## src/rtl/core/assert_macros.svh

```systemverilog
// ----------------------------------------------------------------------------
// Assertion macros
// Shared concurrent assertion forms used by the parser RTL.
// ----------------------------------------------------------------------------
`ifndef ASSERT_MACROS_SVH
`define ASSERT_MACROS_SVH

// The property must hold at every clock edge outside reset.
`define ASSERT_CLK(lbl, clk, rst, prop, msg) \
  lbl: assert property (@(posedge clk) disable iff (rst) (prop)) else $error(msg);

// The condition must never be true outside reset.
`define ASSERT_NEVER(lbl, clk, rst, cond, msg) \
  lbl: assert property (@(posedge clk) disable iff (rst) !(cond)) else $error(msg);

`endif

```

## src/rtl/core/osc_tsp_pkg.sv

```systemverilog
// ----------------------------------------------------------------------------
// OSC title sequence parser package
// Types and byte codes shared by the parser modules.
// ----------------------------------------------------------------------------
package osc_tsp_pkg;

  localparam int unsigned BUF_SIZE_DEF = 1024;

  localparam logic [7:0] BYTE_ESC   = 8'h1B;
  localparam logic [7:0] BYTE_BEL   = 8'h07;
  localparam logic [7:0] BYTE_OSC8  = 8'h9D;
  localparam logic [7:0] BYTE_ST8   = 8'h9C;
  localparam logic [7:0] BYTE_RBRK  = 8'h5D;
  localparam logic [7:0] BYTE_BSLSH = 8'h5C;
  localparam logic [7:0] BYTE_SEMI  = 8'h3B;
  localparam logic [7:0] BYTE_ZERO  = 8'h30;
  localparam logic [7:0] BYTE_NINE  = 8'h39;

  typedef enum logic [1:0] {
    PH_IDLE,
    PH_ESC,
    PH_OSC,
    PH_ESC_IN
  } seq_phase_t;

  typedef enum logic [1:0] {
    FLD_DIGITS,
    FLD_TEXT,
    FLD_SKIP
  } fld_phase_t;

  typedef struct packed {
    logic [7:0] title_byte;
    logic       title_end;
    logic [1:0] title_command;
  } title_item_t;

  typedef struct packed {
    logic        p0;
    logic        p1;
    title_item_t i0;
    title_item_t i1;
  } push_t;

endpackage

```

## src/rtl/core/osc_tsp_outq.sv

```systemverilog
// ----------------------------------------------------------------------------
// OSC title result queue
// Four-entry queue that takes up to two result beats per cycle and hands
// out one per cycle on the master stream side while m_tready is high.
// ----------------------------------------------------------------------------
`include "assert_macros.svh"

module osc_tsp_outq (
  input  logic                clk,
  input  logic                rst,
  input  osc_tsp_pkg::push_t  push,
  output logic                room,
  output logic                m_tvalid,
  input  logic                m_tready,
  output logic [7:0]          m_tdata,   // [7:0] title_byte
  output logic                m_tlast,
  output logic [1:0]          m_tuser    // [1:0] title_command
);

  osc_tsp_pkg::title_item_t mem [4];
  logic [1:0] wp;
  logic [1:0] rp;
  logic [2:0] cnt;
  logic [2:0] cnt_next;
  logic       pop;
  logic [2:0] n_push;

  assign pop      = m_tvalid && m_tready;
  assign n_push   = {2'b00, push.p0} + {2'b00, push.p1};
  assign cnt_next = cnt + n_push - {2'b00, pop};
  assign room     = (cnt <= 3'd2);

  assign m_tvalid = (cnt != 3'd0);
  assign m_tdata  = mem[rp].title_byte;
  assign m_tlast  = mem[rp].title_end;
  assign m_tuser  = mem[rp].title_command;

  always_ff @(posedge clk) begin
    if (push.p0) begin
      mem[wp] <= push.i0;
    end
    if (push.p1) begin
      mem[wp + 2'd1] <= push.i1;
    end
  end

  always_ff @(posedge clk) begin
    if (rst) begin
      wp  <= '0;
      rp  <= '0;
      cnt <= '0;
    end else begin
      wp  <= wp + n_push[1:0];
      rp  <= rp + {1'b0, pop};
      cnt <= cnt_next;
    end
  end

  `ASSERT_NEVER(a_q_overflow, clk, rst, cnt > 3'd4, "result queue overflow")
  `ASSERT_CLK(a_q_push_room, clk, rst, push.p0 |-> room, "push without room")
  `ASSERT_CLK(a_q_push_order, clk, rst, push.p1 |-> push.p0, "second push without first")

endmodule

```

## src/rtl/core/osc_tsp_core.sv

```systemverilog
// ----------------------------------------------------------------------------
// OSC title parser core
// Input beat register, sequence state and the per-byte parsing step that
// yields up to three result beats per byte, the third held as a pending end beat.
// ----------------------------------------------------------------------------
`include "assert_macros.svh"

module osc_tsp_core #(
  parameter int unsigned BUF_SIZE = osc_tsp_pkg::BUF_SIZE_DEF
) (
  input  logic                clk,
  input  logic                rst,
  input  logic                cfg_wr_en,
  input  logic                cfg_wr_data,
  input  logic                s_tvalid,
  output logic                s_tready,
  input  logic [7:0]          s_tdata,
  input  logic                room,
  output osc_tsp_pkg::push_t  push
);

  localparam int unsigned CW = $clog2(BUF_SIZE);
  localparam logic [CW:0] Lim    = (CW + 1)'(BUF_SIZE - 1);
  localparam logic [CW:0] BufLim = (CW + 1)'(BUF_SIZE);

  typedef struct packed {
    osc_tsp_pkg::fld_phase_t fld;
    logic [1:0]              cmd;
    logic                    digit;
    logic                    zero;
    logic [CW:0]             cnt;
    logic                    emit;
  } stp_t;

  function automatic stp_t store_fn(stp_t s, logic [7:0] b);
    stp_t       r;
    logic [7:0] d;
    r      = s;
    r.emit = 1'b0;
    d      = b - osc_tsp_pkg::BYTE_ZERO;
    if (s.cnt < BufLim) begin
      r.cnt = s.cnt + 1'b1;
    end
    if (s.cnt < Lim) begin
      case (s.fld)
        osc_tsp_pkg::FLD_DIGITS: begin
          if (b >= osc_tsp_pkg::BYTE_ZERO && b <= osc_tsp_pkg::BYTE_NINE) begin
            r.digit = 1'b1;
            if (s.cmd == 2'd0) begin
              r.cmd = (d > 8'd3) ? 2'd3 : d[1:0];
            end else begin
              r.cmd = 2'd3;
            end
          end else if (b == osc_tsp_pkg::BYTE_SEMI && s.digit) begin
            r.fld = osc_tsp_pkg::FLD_TEXT;
          end else begin
            r.fld = osc_tsp_pkg::FLD_SKIP;
          end
        end
        osc_tsp_pkg::FLD_TEXT: begin
          if (!s.zero) begin
            if (b == 8'h00) begin
              r.zero = 1'b1;
            end else if (s.cmd <= 2'd2) begin
              r.emit = 1'b1;
            end
          end
        end
        default: begin
        end
      endcase
    end
    return r;
  endfunction

  logic                     c1;
  logic                     in_vld;
  logic [7:0]               in_byte;
  logic                     fire;
  osc_tsp_pkg::seq_phase_t  phase;
  osc_tsp_pkg::seq_phase_t  phase_next;
  osc_tsp_pkg::fld_phase_t  fld;
  logic [1:0]               cmd;
  logic                     digit;
  logic                     zero;
  logic [CW-1:0]            cnt;
  logic                     end_pend;
  logic                     end_pend_next;
  logic [1:0]               pend_cmd;
  stp_t                     st;
  osc_tsp_pkg::title_item_t slot [3];
  logic [1:0]               k;
  logic                     done;

  assign fire     = in_vld && room;
  assign s_tready = !in_vld || fire;

  always_comb begin
    phase_next = phase;
    st         = '{fld: fld, cmd: cmd, digit: digit, zero: zero,
                   cnt: {1'b0, cnt}, emit: 1'b0};
    k          = 2'd0;
    done       = 1'b0;
    for (int i = 0; i < 3; i++) begin
      slot[i] = '0;
    end
    if (end_pend) begin
      slot[0] = '{title_byte: 8'h00, title_end: 1'b1, title_command: pend_cmd};
      k       = 2'd1;
    end
    case (phase)
      osc_tsp_pkg::PH_IDLE: begin
        if (in_byte == osc_tsp_pkg::BYTE_ESC) begin
          phase_next = osc_tsp_pkg::PH_ESC;
        end else if (in_byte == osc_tsp_pkg::BYTE_OSC8 && c1) begin
          phase_next = osc_tsp_pkg::PH_OSC;
        end
      end
      osc_tsp_pkg::PH_ESC: begin
        phase_next = (in_byte == osc_tsp_pkg::BYTE_RBRK) ? osc_tsp_pkg::PH_OSC
                                                         : osc_tsp_pkg::PH_IDLE;
      end
      osc_tsp_pkg::PH_OSC: begin
        if (in_byte == osc_tsp_pkg::BYTE_ESC) begin
          phase_next = osc_tsp_pkg::PH_ESC_IN;
        end else if (in_byte == osc_tsp_pkg::BYTE_BEL ||
                     (in_byte == osc_tsp_pkg::BYTE_ST8 && c1)) begin
          done = 1'b1;
        end else begin
          st = store_fn(st, in_byte);
          if (st.emit && k < 2'd3) begin
            slot[k] = '{title_byte: in_byte, title_end: 1'b0, title_command: st.cmd};
            k       = k + 2'd1;
          end
          done = (st.cnt >= Lim);
        end
      end
      osc_tsp_pkg::PH_ESC_IN: begin
        if (in_byte == osc_tsp_pkg::BYTE_BSLSH) begin
          done = 1'b1;
        end else begin
          st = store_fn(st, osc_tsp_pkg::BYTE_ESC);
          if (st.emit && k < 2'd3) begin
            slot[k] = '{title_byte: osc_tsp_pkg::BYTE_ESC, title_end: 1'b0,
                        title_command: st.cmd};
            k       = k + 2'd1;
          end
          st = store_fn(st, in_byte);
          if (st.emit && k < 2'd3) begin
            slot[k] = '{title_byte: in_byte, title_end: 1'b0, title_command: st.cmd};
            k       = k + 2'd1;
          end
          done = (st.cnt >= Lim);
          if (!done) begin
            phase_next = osc_tsp_pkg::PH_OSC;
          end
        end
      end
      default: begin
        phase_next = osc_tsp_pkg::PH_IDLE;
      end
    endcase
    if (done) begin
      if (st.fld == osc_tsp_pkg::FLD_TEXT && st.cmd <= 2'd2 && k < 2'd3) begin
        slot[k] = '{title_byte: 8'h00, title_end: 1'b1, title_command: st.cmd};
        k       = k + 2'd1;
      end
      phase_next = osc_tsp_pkg::PH_IDLE;
      st         = '{fld: osc_tsp_pkg::FLD_DIGITS, cmd: 2'd0, digit: 1'b0,
                     zero: 1'b0, cnt: '0, emit: 1'b0};
    end
    end_pend_next = (k == 2'd3);
  end

  assign push.p0 = fire && (k >= 2'd1);
  assign push.p1 = fire && (k >= 2'd2);
  assign push.i0 = slot[0];
  assign push.i1 = slot[1];

  always_ff @(posedge clk) begin
    if (s_tvalid && s_tready) begin
      in_byte <= s_tdata;
    end
    if (fire && end_pend_next) begin
      pend_cmd <= slot[2].title_command;
    end
  end

  always_ff @(posedge clk) begin
    if (rst) begin
      c1       <= 1'b0;
      in_vld   <= 1'b0;
      phase    <= osc_tsp_pkg::PH_IDLE;
      fld      <= osc_tsp_pkg::FLD_DIGITS;
      cmd      <= 2'd0;
      digit    <= 1'b0;
      zero     <= 1'b0;
      cnt      <= '0;
      end_pend <= 1'b0;
    end else begin
      if (cfg_wr_en) begin
        c1 <= cfg_wr_data;
      end
      if (s_tvalid && s_tready) begin
        in_vld <= 1'b1;
      end else if (fire) begin
        in_vld <= 1'b0;
      end
      if (fire) begin
        phase    <= phase_next;
        fld      <= st.fld;
        cmd      <= st.cmd;
        digit    <= st.digit;
        zero     <= st.zero;
        cnt      <= st.cnt[CW-1:0];
        end_pend <= end_pend_next;
      end
    end
  end

  `ASSERT_CLK(a_pend_idle, clk, rst, end_pend |-> (phase == osc_tsp_pkg::PH_IDLE),
              "held end beat outside idle")
  `ASSERT_NEVER(a_cnt_limit, clk, rst, {1'b0, cnt} >= Lim, "payload count past limit")
  `ASSERT_CLK(a_text_digit, clk, rst, (fld == osc_tsp_pkg::FLD_TEXT) |-> digit,
              "text phase without a command digit")

endmodule

```

## src/rtl/core/osc_title_sequence_parser.sv

```systemverilog
// ----------------------------------------------------------------------------
// OSC title sequence parser
// Scans a terminal byte stream for OSC 0/1/2 sequences and streams the
// title bytes, each title closed by an end beat on tlast.
// ----------------------------------------------------------------------------
// A byte accepted on s_tready is held in the input register and parsed; its result beats
// are written into the result queue, whose count register raises m_tvalid.
// Throughput: one byte per cycle; escape pairs give two beats into a four-entry queue,
// and s_tready drops while a byte waits and fewer than two entries are free.
// Reset (synchronous, rst high) returns the parser to idle, empties the queue
// and clears accept_c1_controls.
module osc_title_sequence_parser #(
  parameter int unsigned BUF_SIZE = osc_tsp_pkg::BUF_SIZE_DEF
) (
  input  logic       clk,
  input  logic       rst,
  input  logic       cfg_wr_en,
  input  logic       cfg_wr_data,   // accept_c1_controls
  input  logic       s_tvalid,
  output logic       s_tready,
  input  logic [7:0] s_tdata,       // [7:0] data_byte
  output logic       m_tvalid,
  input  logic       m_tready,
  output logic [7:0] m_tdata,       // [7:0] title_byte
  output logic       m_tlast,       // title_end
  output logic [1:0] m_tuser        // [1:0] title_command
);

  osc_tsp_pkg::push_t push;
  logic               room;

  osc_tsp_core #(
    .BUF_SIZE(BUF_SIZE)
  ) u_core (
    .clk        (clk),
    .rst        (rst),
    .cfg_wr_en  (cfg_wr_en),
    .cfg_wr_data(cfg_wr_data),
    .s_tvalid   (s_tvalid),
    .s_tready   (s_tready),
    .s_tdata    (s_tdata),
    .room       (room),
    .push       (push)
  );

  osc_tsp_outq u_outq (
    .clk     (clk),
    .rst     (rst),
    .push    (push),
    .room    (room),
    .m_tvalid(m_tvalid),
    .m_tready(m_tready),
    .m_tdata (m_tdata),
    .m_tlast (m_tlast),
    .m_tuser (m_tuser)
  );

endmodule
```

## config.mk

```make
export PLATFORM = sky130hd
export DESIGN_NAME = osc_title_sequence_parser
export DESIGN_NICKNAME = d
export VERILOG_FILES = /design/src/rtl/core/osc_tsp_pkg.sv /design/src/rtl/core/osc_tsp_outq.sv /design/src/rtl/core/osc_tsp_core.sv /design/src/rtl/core/osc_title_sequence_parser.sv
export VERILOG_INCLUDE_DIRS = /design/src /design/src/rtl/core
export SDC_FILE = /design/constraint.sdc
export NUM_CORES = 1
export LEC_CHECK = 0
export ABC_AREA = 1
export BUFFER_PORTS_ARGS = -buffer_cell sky130_fd_sc_hd__buf_2
export CAP_MARGIN = 20
export CORE_MARGIN = 1.5
export CORE_UTILIZATION = 55
export DETAILED_ROUTE_END_ITERATION = 8
export PLACE_DENSITY_LB_ADDON = 0.15
export SLEW_MARGIN = 10
export SYNTH_ARGS = -nofsm -noshare
export SYNTH_HDL_FRONTEND = slang
export SYNTH_SLANG_ARGS = --single-unit
```

## constraint.sdc

```tcl
create_clock -name clk -period 10.9 [get_ports clk]
set_clock_uncertainty 0.05 [all_clocks]
set_input_delay 0 -clock clk [delete_from_list [all_inputs] [get_ports clk]]
set_output_delay 0 -clock clk [all_outputs]
set_load 0.05 [all_outputs]
```

==> results.yml, run 1 <==
outcome:
  status: "complete, no violations"
min_path:
  hp-class: "in2reg"
  min_from: "m_tready"
  min_path_cells: 5
drt:
  wl_met3_um: 902
  wl_per_cell_um: 15.8
  drt_wl_total_um: 15100
  ant_nets: 0
  drc: 0
  vias: 5471
  wl_met2_um: 7060
  routed.top_layer: "met4"
  dr.pass1.iters: 5
  viasPerCell: 5.72
  wirelength_met1_um: 6650
  drt_iter0_markers: 481
cells_and_area:
  final_net_count: 847
  fin_area_um2: 6300
  drive_gt1_frac: 0.138
  num_antenna_cells: 0
  fillCellCount: 952
  syn2layout_area_growth_pct: 7.89
worst_setup_path:
  cp-startpoint: "u_core.cnt[0]"
  reg2reg_depth: 18
  path_max_fanout: 21
  arrival_ps: 4970
  crit_cells: 18
  cp_common_cell: "nand2_1"
  max_stage_delay_ps: 640
  worst-path-buf-inv: 2
  cp_cell_sequence: "ha_1 > nand3_1 > nand2_1 > inv_1 > ha_1 > nand2_1 > and3_4 > nand2_1 > a31oi_1 > inv_1 > ha_1 > nor2_1 > nand3_1 > nor2_4 > nand3_2 > nand2_4 > nand4_1 > nand2_1"
  regToRegStartpoint: "u_core.cnt[0]"
  end_kind: "flop"
  required_ps: 10870
  r2r-end: "u_outq.mem[2][4]"
  r2r_slack_ps: 5900
  path_class: "reg2reg"
  critical-path-top-delay-family: "simple AND/OR/NAND/NOR gates"
  endpoint: "u_outq.mem[2][4]"
  critPathLaunchType: "flop"
  cp_slowest_cell: "nand2_1"
grt:
  grt_overflow_total: 0
  grt_pass1_vias: 5069
  antenna_found_initial: 0
  grt_start_max_net_pins: 25
  grt.total_usage: 0.275
  grt_pass1_wl_um: 24300
clock_network:
  cts.sinks: 82
  clk_pin_slew_ps: 90
  clk_path_buf_depth: 2
  cts_root_buf: "clkbuf_8"
  cts_tree: "yes"
  cts_made_buffers: 9
  clkLatencyLatePin_ps: 380
  cts_setup_buffers: 0
  htree_levels: 3
floorplanning:
  fp.dieW_um: 106
  fp-row-count: 37
  die_y_um: 106
  coreArea_um2: 10300
  die_area_um2: 11200
  num_io_pins: 27
  start_util: 0.565
sta:
  setup_viol: 0
  max_slew_margin: 0.342
  drv_slew: 0
  fin_ws_ps: 5900
  period_share: 0.459
  finalSetupTns_ps: 0
  worstMarginPinSlew_ps: 987
  hold_viol_final: 0
  fin_crit_ps: 5000
  rsz0062_at_grt: "false"
  max_freq_mhz: 200
power:
  ir_drop_v: 0.000101
  p_per_area_nw_per_um2: 131
  power.leakage_nw: 2.67
placement:
  post-place-ws_ps: 6000
  placement.io_buffers: 26
  post-dp-hpwl_um: 11200
  placed_area_um2: 5980
  gp_congestion: 0.996
synthesis:
  synth_nets: 824
  postSynthCellCount: 792
  synth_area_leaders: "edfxtp_1 (28%), nand2_1 (13%), dfxtp_1 (9.6%)"
  synthArstFlopShare: 0
  ys_ff_latch: 82
  synth_top_cell_by_area: "edfxtp_1"
  ys_seq_area_frac: 0.374
  ys.flop_type: "edfxtp_1"
  ys_warn_count: 0
  synth_top_area_frac: 0.278
  netlist_area_um2: 5840
  synth-edff-count: 54
  synth_cell_types: 51
  avgSynthCellArea_um2: 7.37
job:
  maxCapViolCount: 0
==> metal layers <==
metal	track usage	up-vias
met5	0	-
met4	0.134	0
met2	0.452	204
met1	0.351	2541
li1	-	2691
met3	0.0478	35
==> metrics by stage <==
| step | hold WS [ps] | instances | util | total power [mW] |
|---|---|---|---|---|
| 2_1_floorplan | 44.2 | 792 | - | 0.562 |
| 3_3_place_gp | 126 | 927 | 0.579 | 0.609 |
| 3_5_place_dp | 129 | 927 | 0.579 | 0.615 |
| 4_1_cts | 221 | 956 | 0.610 | 0.825 |
| 5_1_grt | 231 | 956 | 0.610 | 0.864 |
| 6_report | 226 | 956 | 0.610 | 0.826 |
==> sequential cells by signal, summed over array words and instances, names as in the netlist <==
name,count
u_core.cnt,10
u_outq.rp,2
u_core.zero,1
u_core.end_pend,1
u_core.in_vld,1
u_outq.wp,2
u_outq.cnt,3
u_core.in_byte,8
u_core.cmd,2
u_core.pend_cmd,2
u_outq.mem,44
u_core.fld,2
u_core.phase,2
u_core.digit,1
u_core.c1,1
==> how the worst min path moves through the flow <==
stage                   endpoint
6_report            u_outq.rp[0]
5_1_grt             u_outq.rp[0]
4_1_cts             u_outq.rp[0]
3_5_place_dp   u_core.in_byte[2]
3_3_place_gp   u_core.in_byte[6]
2_1_floorplan          u_core.c1
==> power breakdown <==
group | internal, mW | switching [mW] | leakage, nW
registers | 0.340 | 0.0230 | 0.815
clock network | 0.0860 | 0.127 | 0.0848
logic | 0.0656 | 0.184 | 1.77
total | 0.492 | 0.334 | 2.67
==> worst register-to-register path, cell delays in order, from the launching register on <==
cell and delay, ps:
dfxtp_1 450, ha_1 330, nand3_1 220, nand2_1 270, inv_1 130, ha_1 260
nand2_1 100, and3_4 240, nand2_1 60, a31oi_1 370, inv_1 150, ha_1 240
nor2_1 100, nand3_1 120, nor2_4 160, nand3_2 110, nand2_4 110, nand4_1 550
nand2_1 640
==> kinds of logic (layout without fill, tap and decap cells) <==
family | Yosys count | after routing | synth area share
compound gates | 164 | 164 | 0.175
xor+xnor | 4 | 4 | 0.00600
fa+ha+maj | 18 | 18 | 0.0399
buf+inv | 125 | 153 | 0.0913
flops | 82 | 82 | 0.374
simple gates | 399 | 399 | 0.314
==> synthesized netlist by cell type (2+ instances only) <==
library cell,instances
a21oi_1,36
nand3_1,39
edfxtp_1,54
nor2_2,7
ha_1,17
nor3_2,2
inv_2,8
nor2_1,82
o21ai_0,48
o22ai_2,2
xor2_1,2
o22ai_1,13
nand4_1,14
nor3_1,19
dfxtp_1,28
nand2_4,7
nor2_4,4
inv_1,88
clkbuf_1,16
o21ai_2,18
nand2_1,207
nand3_2,4
buf_6,7
nand2_2,8
o211ai_1,4
o21ai_1,23
buf_2,4
xnor2_1,2
o31ai_1,3
a211oi_1,5
==> area by class of cell <==
cell class | instances | area [um2] | share of cell area
clock buffer | 9 | 124 | 0.0197
clock inverter | 7 | 65.1 | 0.0103
inverter | 97 | 367 | 0.0582
multi-input combinational | 585 | 3120 | 0.496
sequential | 82 | 2180 | 0.347
tap | 136 | 170 | 0.0270
timing repair buffer | 40 | 268 | 0.0425
==> timing repair <==
action / in CTS / in global routing
hold buffers: 13 / 0
gates resized for setup: 0 / 0
hold endpoints to repair: 19 / 0
==> cells in the final DEF, fill, tap and decap left out, types with 14 or more instances in the layout <==
cell type	synthesis	final
o21ai_2	18	18
ha_1	17	17
inv_1	88	88
nand2_1	207	207
buf_2	4	26
o21ai_0	48	48
nor3_1	19	19
dfxtp_1	28	28
nor2_1	82	82
nand4_1	14	14
nand3_1	39	39
a21oi_1	36	36
o21ai_1	23	23
edfxtp_1	54	54
(Power assumes the default switching activity.)
==> run 2, diff against run 1 <==
==> constraint.sdc (replaced) <==
create_clock -name clk -period 5 [get_ports clk]
set_clock_uncertainty 0.05 [all_clocks]
set_input_delay 0 -clock clk [delete_from_list [all_inputs] [get_ports clk]]
set_output_delay 0 -clock clk [all_outputs]
set_load 0.05 [all_outputs]
==> run 2 against run 1 <==
  * Register-to-register slack got worse by 5600 ps
  * Sequential share of layout area fell by 0.26 points
  * Core utilization rose by 0.46 points
  * Sequential power rose by 120%
  * Clock power rose by 140%
  * Setup slack got worse by 5600 ps
  * First-iteration DRC count fell by 7.7%
  * Critical endpoint is now u_outq.cnt[2]
  * Largest cell class unchanged
  * Largest power group unchanged
==> results.yml, run 2 (synthesized netlist as in run 1, its figures left out) <==
outcome:
  status: "complete, no violations"
worst_setup_path:
  r2r-end: "u_outq.cnt[2]"
  regToRegStartpoint: "u_core.cnt[0]"
  required_ps: 5200
  cp_slowest_cell: "dfxtp_1"
  arrival_ps: 4900
  path_class: "reg2reg"
  critPathLaunchType: "flop"
  max_stage_delay_ps: 450
  cp_cell_sequence: "ha_1 > nand3_1 > nand2_1 > inv_1 > ha_1 > nand2_1 > and3_4 > nand2_1 > a31oi_2 > inv_1 > ha_1 > nor2_1 > nand3_1 > nor2_4 > nand3_2 > nand2_4 > nand2_4 > ha_1 > inv_1 > fa_1 > xor2_1 > o21ai_0 > a21oi_1"
  r2r_slack_ps: 300
  cp_common_cell: "ha_1"
  cp-startpoint: "u_core.cnt[0]"
  reg2reg_depth: 23
  path_max_fanout: 7
  end_kind: "flop"
  endpoint: "u_outq.cnt[2]"
clock_network:
  clk_pin_slew_ps: 90
  cts_root_buf: "clkbuf_8"
  clk_path_buf_depth: 2
  cts_tree: "yes"
  clkLatencyLatePin_ps: 370
  htree_levels: 3
  cts_made_buffers: 9
  cts.sinks: 82
drt:
  wirelength_met1_um: 6590
  ant_nets: 0
  drc: 0
  vias: 5405
  wl_per_cell_um: 15.8
  dr.pass1.iters: 5
  routed.top_layer: "met4"
  wl_met3_um: 888
  viasPerCell: 5.63
  drt_iter0_markers: 444
  wl_met2_um: 7430
  drt_wl_total_um: 15200
power:
  ir_drop_v: 0.000185
  p_switching_mw: 0.727
  finalPower_mw: 1.85
  intPower_mw: 1.13
  switching_share: 0.392
  p_comb_frac: 0.297
  clockPowerShare: 0.274
  pwr-share-seq: 0.429
  power.leakage_nw: 2.71
  p_per_area_nw_per_um2: 292
cells_and_area:
  num_antenna_cells: 0
  fin_util: 0.614
  mostFrequentLayoutCells: "nand2_1 (207), inv_1 (88), nor2_1 (82), edfxtp_1 (54), o21ai_0 (48)"
  fin_area_um2: 6340
  layout.cells.non_filler: 960
  drive_gt1_frac: 0.142
  final_net_count: 851
  final_common_cell: "nand2_1"
  top_register: "u_outq.mem"
  largest_register_ffs: 44
  biggestRegsByFlops: "u_outq.mem (44), u_core.cnt (10), u_core.in_byte (8)"
  syn2layout_area_growth_pct: 8.70
sta:
  finalSetupTns_ps: 0
  holdWs_ps: 226
  rsz0062_at_grt: "false"
  setup_viol: 0
  max_slew_margin: 0.318
  period_share: 0.940
  fin_ws_ps: 301
  drv_slew: 0
  hold_viol_final: 0
  worstMarginPinSlew_ps: 1020
  max_freq_mhz: 213
  fin_crit_ps: 4700
placement:
  placement.io_buffers: 26
  post-place-ws_ps: 257
  placed_area_um2: 6010
  gp_congestion: 0.909
  post-dp-hpwl_um: 11500
  dp.cells: 931
grt:
  grt_start_max_net_pins: 25
  grt_overflow_total: 0
  grt_pass1_wl_um: 24800
  grt.total_usage: 0.282
  grt_pass1_vias: 4914
  antenna_found_initial: 0
min_path:
  hp-class: "in2reg"
  min_path_cells: 5
floorplanning:
  coreArea_um2: 10300
  start_util: 0.565
  die_area_um2: 11200
  fp.dieW_um: 106
  die_y_um: 106
  fp-row-count: 37
  num_io_pins: 27
job:
  maxCapViolCount: 0
## run 2: cell type report
type / count / area (um2)
multi-input combinational: 585 / 3130
clock buffer: 9 / 124
sequential: 82 / 2180
timing repair buffer: 44 / 298
clock inverter: 7 / 76.3
inverter: 97 / 367
fill: 948 / 3980
tap: 136 / 170
## run 2: worst min-delay path by stage
stage	start	slack (ps)	to
CTS	m_tready	220	u_outq.rp[0]
floorplan	cfg_wr_en	40	u_core.c1
global route	m_tready	250	u_outq.rp[0]
detailed placement	s_tdata[1]	130	u_core.in_byte[1]
finish	m_tready	230	u_outq.rp[0]
global placement	s_tdata[7]	130	u_core.in_byte[7]
## run 2: repair_timing
action / in CTS / in global routing
setup buffers: 0 / 0
endpoints found under the setup margin: 0 / 1
hold endpoints to repair: 18 / 0
hold buffers: 13 / 0
resized for setup: 0 / 1
## run 2: per-layer routing
metal,vias to the layer above,GRT usage
met3,25,0.0429
met5,-,0
met1,2507,0.372
met2,177,0.478
li1,2696,-
met4,0,0.0840
## run 2: power by group through the flow
stage	registers, mW	clock network, mW	logic, mW
2_1_floorplan	0.775	0	0.450
3_3_place_gp	0.807	0	0.531
3_5_place_dp	0.809	0	0.544
4_1_cts	0.794	0.514	0.553
5_1_grt	0.802	0.541	0.604
6_report	0.794	0.508	0.550
## run 2: critical path, delay by kind of cell, from the launching register on
kind	cells	cell delay [ps]
buffers and inverters	3	320
AOI/OAI and AO/OA	3	470
DFF	1	450
xor gates and xnor gates	1	180
adders and majority gates	5	1510
and+or+nand+nor	11	1620
==> run 3, diff against run 2 <==
--- a/config.mk
+++ b/config.mk
@@ -12,7 +12,7 @@
 export CORE_MARGIN = 1.5
 export CORE_UTILIZATION = 55
 export DETAILED_ROUTE_END_ITERATION = 8
-export PLACE_DENSITY_LB_ADDON = 0.15
+export PLACE_DENSITY_LB_ADDON = 0.1
 export SLEW_MARGIN = 10
 export SYNTH_ARGS = -nofsm -noshare
 export SYNTH_HDL_FRONTEND = slang
==> run 3 against run 2 <==
  * Sequential power barely moved
  * Flip-flop and latch count is the same
  * Non-clock buffer count up 1
  * Clock power is 1% lower
  * Setup slack better by 170 ps
  * Design area rose by 0.20%
  * Register-to-register slack better by 170 ps
  * First-iteration DRC count down 3.6%
  * Worst hold slack got worse by 11 ps
  * Maximum frequency rose by 3.8%
  * Core utilization is 0.12 points higher
  * Largest power group unchanged
  * Highest routed layer unchanged
==> results.yml, run 3 (synthesized netlist as in run 1, its figures left out) <==
clock_network:
  cts_setup_buffers: 0
  clkLatencyLatePin_ps: 370
  cts_made_buffers: 9
  clk_pin_slew_ps: 90
  htree_levels: 3
  cts_root_buf: "clkbuf_8"
  clk_path_buf_depth: 2
  cts.sinks: 82
  cts_tree: "yes"
cells_and_area:
  largest_register_ffs: 44
  mostFrequentLayoutCells: "nand2_1 (206), inv_1 (88), nor2_1 (82), edfxtp_1 (54), o21ai_0 (48)"
  final_common_cell: "nand2_1"
  multi_input_area_um2: 3130
  syn2layout_area_growth_pct: 8.92
  drive_gt1_frac: 0.150
  top_register: "u_outq.mem"
  final_net_count: 852
  layout.cells.non_filler: 961
  biggestRegsByFlops: "u_outq.mem (44), u_core.cnt (10), u_core.in_byte (8)"
  layout.area.seq_um2: 2180
  num_antenna_cells: 0
  fillCellCount: 936
worst_setup_path:
  reg2reg_depth: 24
  path_max_fanout: 8
  regToRegStartpoint: "u_core.cnt[2]"
  max_stage_delay_ps: 490
  end_kind: "flop"
  required_ps: 5260
  arrival_ps: 4790
  crit_cells: 24
  critPathLaunchType: "flop"
  r2r-end: "u_outq.cnt[2]"
  critical-path-top-delay-family: "simple AND/OR/NAND/NOR gates"
  path_class: "reg2reg"
  cp_cell_sequence: "nand2_1 > nor2_1 > nand3_1 > nand2_2 > inv_1 > ha_1 > nand2_1 > and3_4 > nand2_1 > a31oi_2 > inv_1 > ha_1 > nor2_1 > nand3_1 > nor2_4 > nand3_2 > nand2_4 > nand2_4 > ha_1 > inv_1 > fa_1 > xor2_1 > o21ai_0 > a21oi_1"
  cp_slowest_cell: "dfxtp_1"
  worst-path-buf-inv: 3
  r2r_slack_ps: 470
power:
  power.leakage_nw: 2.71
  finalPower_mw: 1.84
  p_per_area_nw_per_um2: 290
  ir_drop_v: 0.000230
drt:
  drc: 0
  vias: 5417
  dr.pass1.iters: 8
  ant_nets: 0
  wl_per_cell_um: 15.8
  viasPerCell: 5.64
  drt_wl_total_um: 15100
  drt_iter0_markers: 428
grt:
  grt_pass1_vias: 5015
  use_met2: 0.477
  grt_use_met3: 0.0411
  grtUsageMet1: 0.355
  antenna_found_initial: 0
  grt.total_usage: 0.276
  grt_start_max_net_pins: 25
  grt_overflow_total: 0
  grt.busiest_layer: "met2"
  grt_pass1_wl_um: 24500
floorplanning:
  coreArea_um2: 10300
  fp.dieW_um: 106
  start_util: 0.565
  die_y_um: 106
  die_area_um2: 11200
  fp-row-count: 37
  num_io_pins: 27
placement:
  gp_congestion: 0.914
  post-dp-hpwl_um: 11600
  dp.cells: 933
  placement.io_buffers: 26
sta:
  worstMarginPinSlew_ps: 1090
  max_slew_margin: 0.273
  rsz0062_at_grt: "false"
  finalSetupTns_ps: 0
  max_freq_mhz: 221
  period_share: 0.905
  holdWs_ps: 214
  drv_slew: 0
  setup_viol: 0
  hold_viol_final: 0
  fin_crit_ps: 4530
min_path:
  min_path_cells: 5
  min_from: "m_tready"
  holdPathEnd: "u_outq.rp[0]"
  hp-class: "in2reg"
outcome:
  status: "complete, no violations"
job:
  maxCapViolCount: 0
## run 3: cell types whose count changed in the layout (fill, tap and decap cells not counted), sizes merged
cell and delta:
buf +2, clkinv -2, clkinvlp +2, dlygate4sd3 -1
## run 3: where the power goes
part | total [mW] | internal, mW | leakage (nW) | switching, mW
sequential | 0.794 | 0.742 | 0.816 | 0.0520
combinational | 0.550 | 0.146 | 1.79 | 0.404
clock | 0.501 | 0.235 | 0.0966 | 0.266
## run 3: area by class of cell
cell class	count	area share
Multi-Input combinational cell	585	0.493
Sequential cell	82	0.344
Inverter	97	0.0577
Timing Repair Buffer	45	0.0476
Tap cell	136	0.0268
Clock buffer	9	0.0195
Clock inverter	7	0.0120
## run 3: what timing repair did
item | CTS | global route
hold buffers | 12 | 0
endpoints found under the setup margin | 0 | 35
hold endpoints to repair | 17 | 0
resized for setup | 0 | 5
## run 3: per-stage QoR
step / setup WS, ps / utilization / cell area [um2]
3_3_place_gp: 468 / 0.583 / 6020
4_1_cts: 227 / 0.614 / 6340
6_report: 473 / 0.616 / 6360
5_1_grt: 10.1 / 0.616 / 6360
2_1_floorplan: 715 / - / 5840
3_5_place_dp: 268 / 0.583 / 6020
## run 3: worst max-delay path by stage
stage	end	from	slack [ps]
floorplan	u_outq.mem[1][0]	u_core.cnt[0]	720
global placement	u_outq.cnt[2]	u_core.cnt[0]	470
detailed placement	u_outq.cnt[2]	u_core.cnt[0]	270
CTS	u_outq.cnt[2]	u_core.cnt[0]	230
global route	u_outq.cnt[2]	u_core.cnt[2]	10
finish	u_outq.cnt[2]	u_core.cnt[2]	470
## run 3: metal layers
metal / vias up / wire [um]
met2: 197 / 7290
met5: - / 0
met4: 0 / 276
li1: 2693 / -
met3: 25 / 963
met1: 2502 / 6610
## run 3: worst min-delay path, delay by kind of cell
kind | cells | cell delay [ps]
adders and majority gates | 1 | 290
and+or+nand+nor | 1 | 30
AOI/OAI and AO/OA | 1 | 140
buffers and inverters | 2 | 130
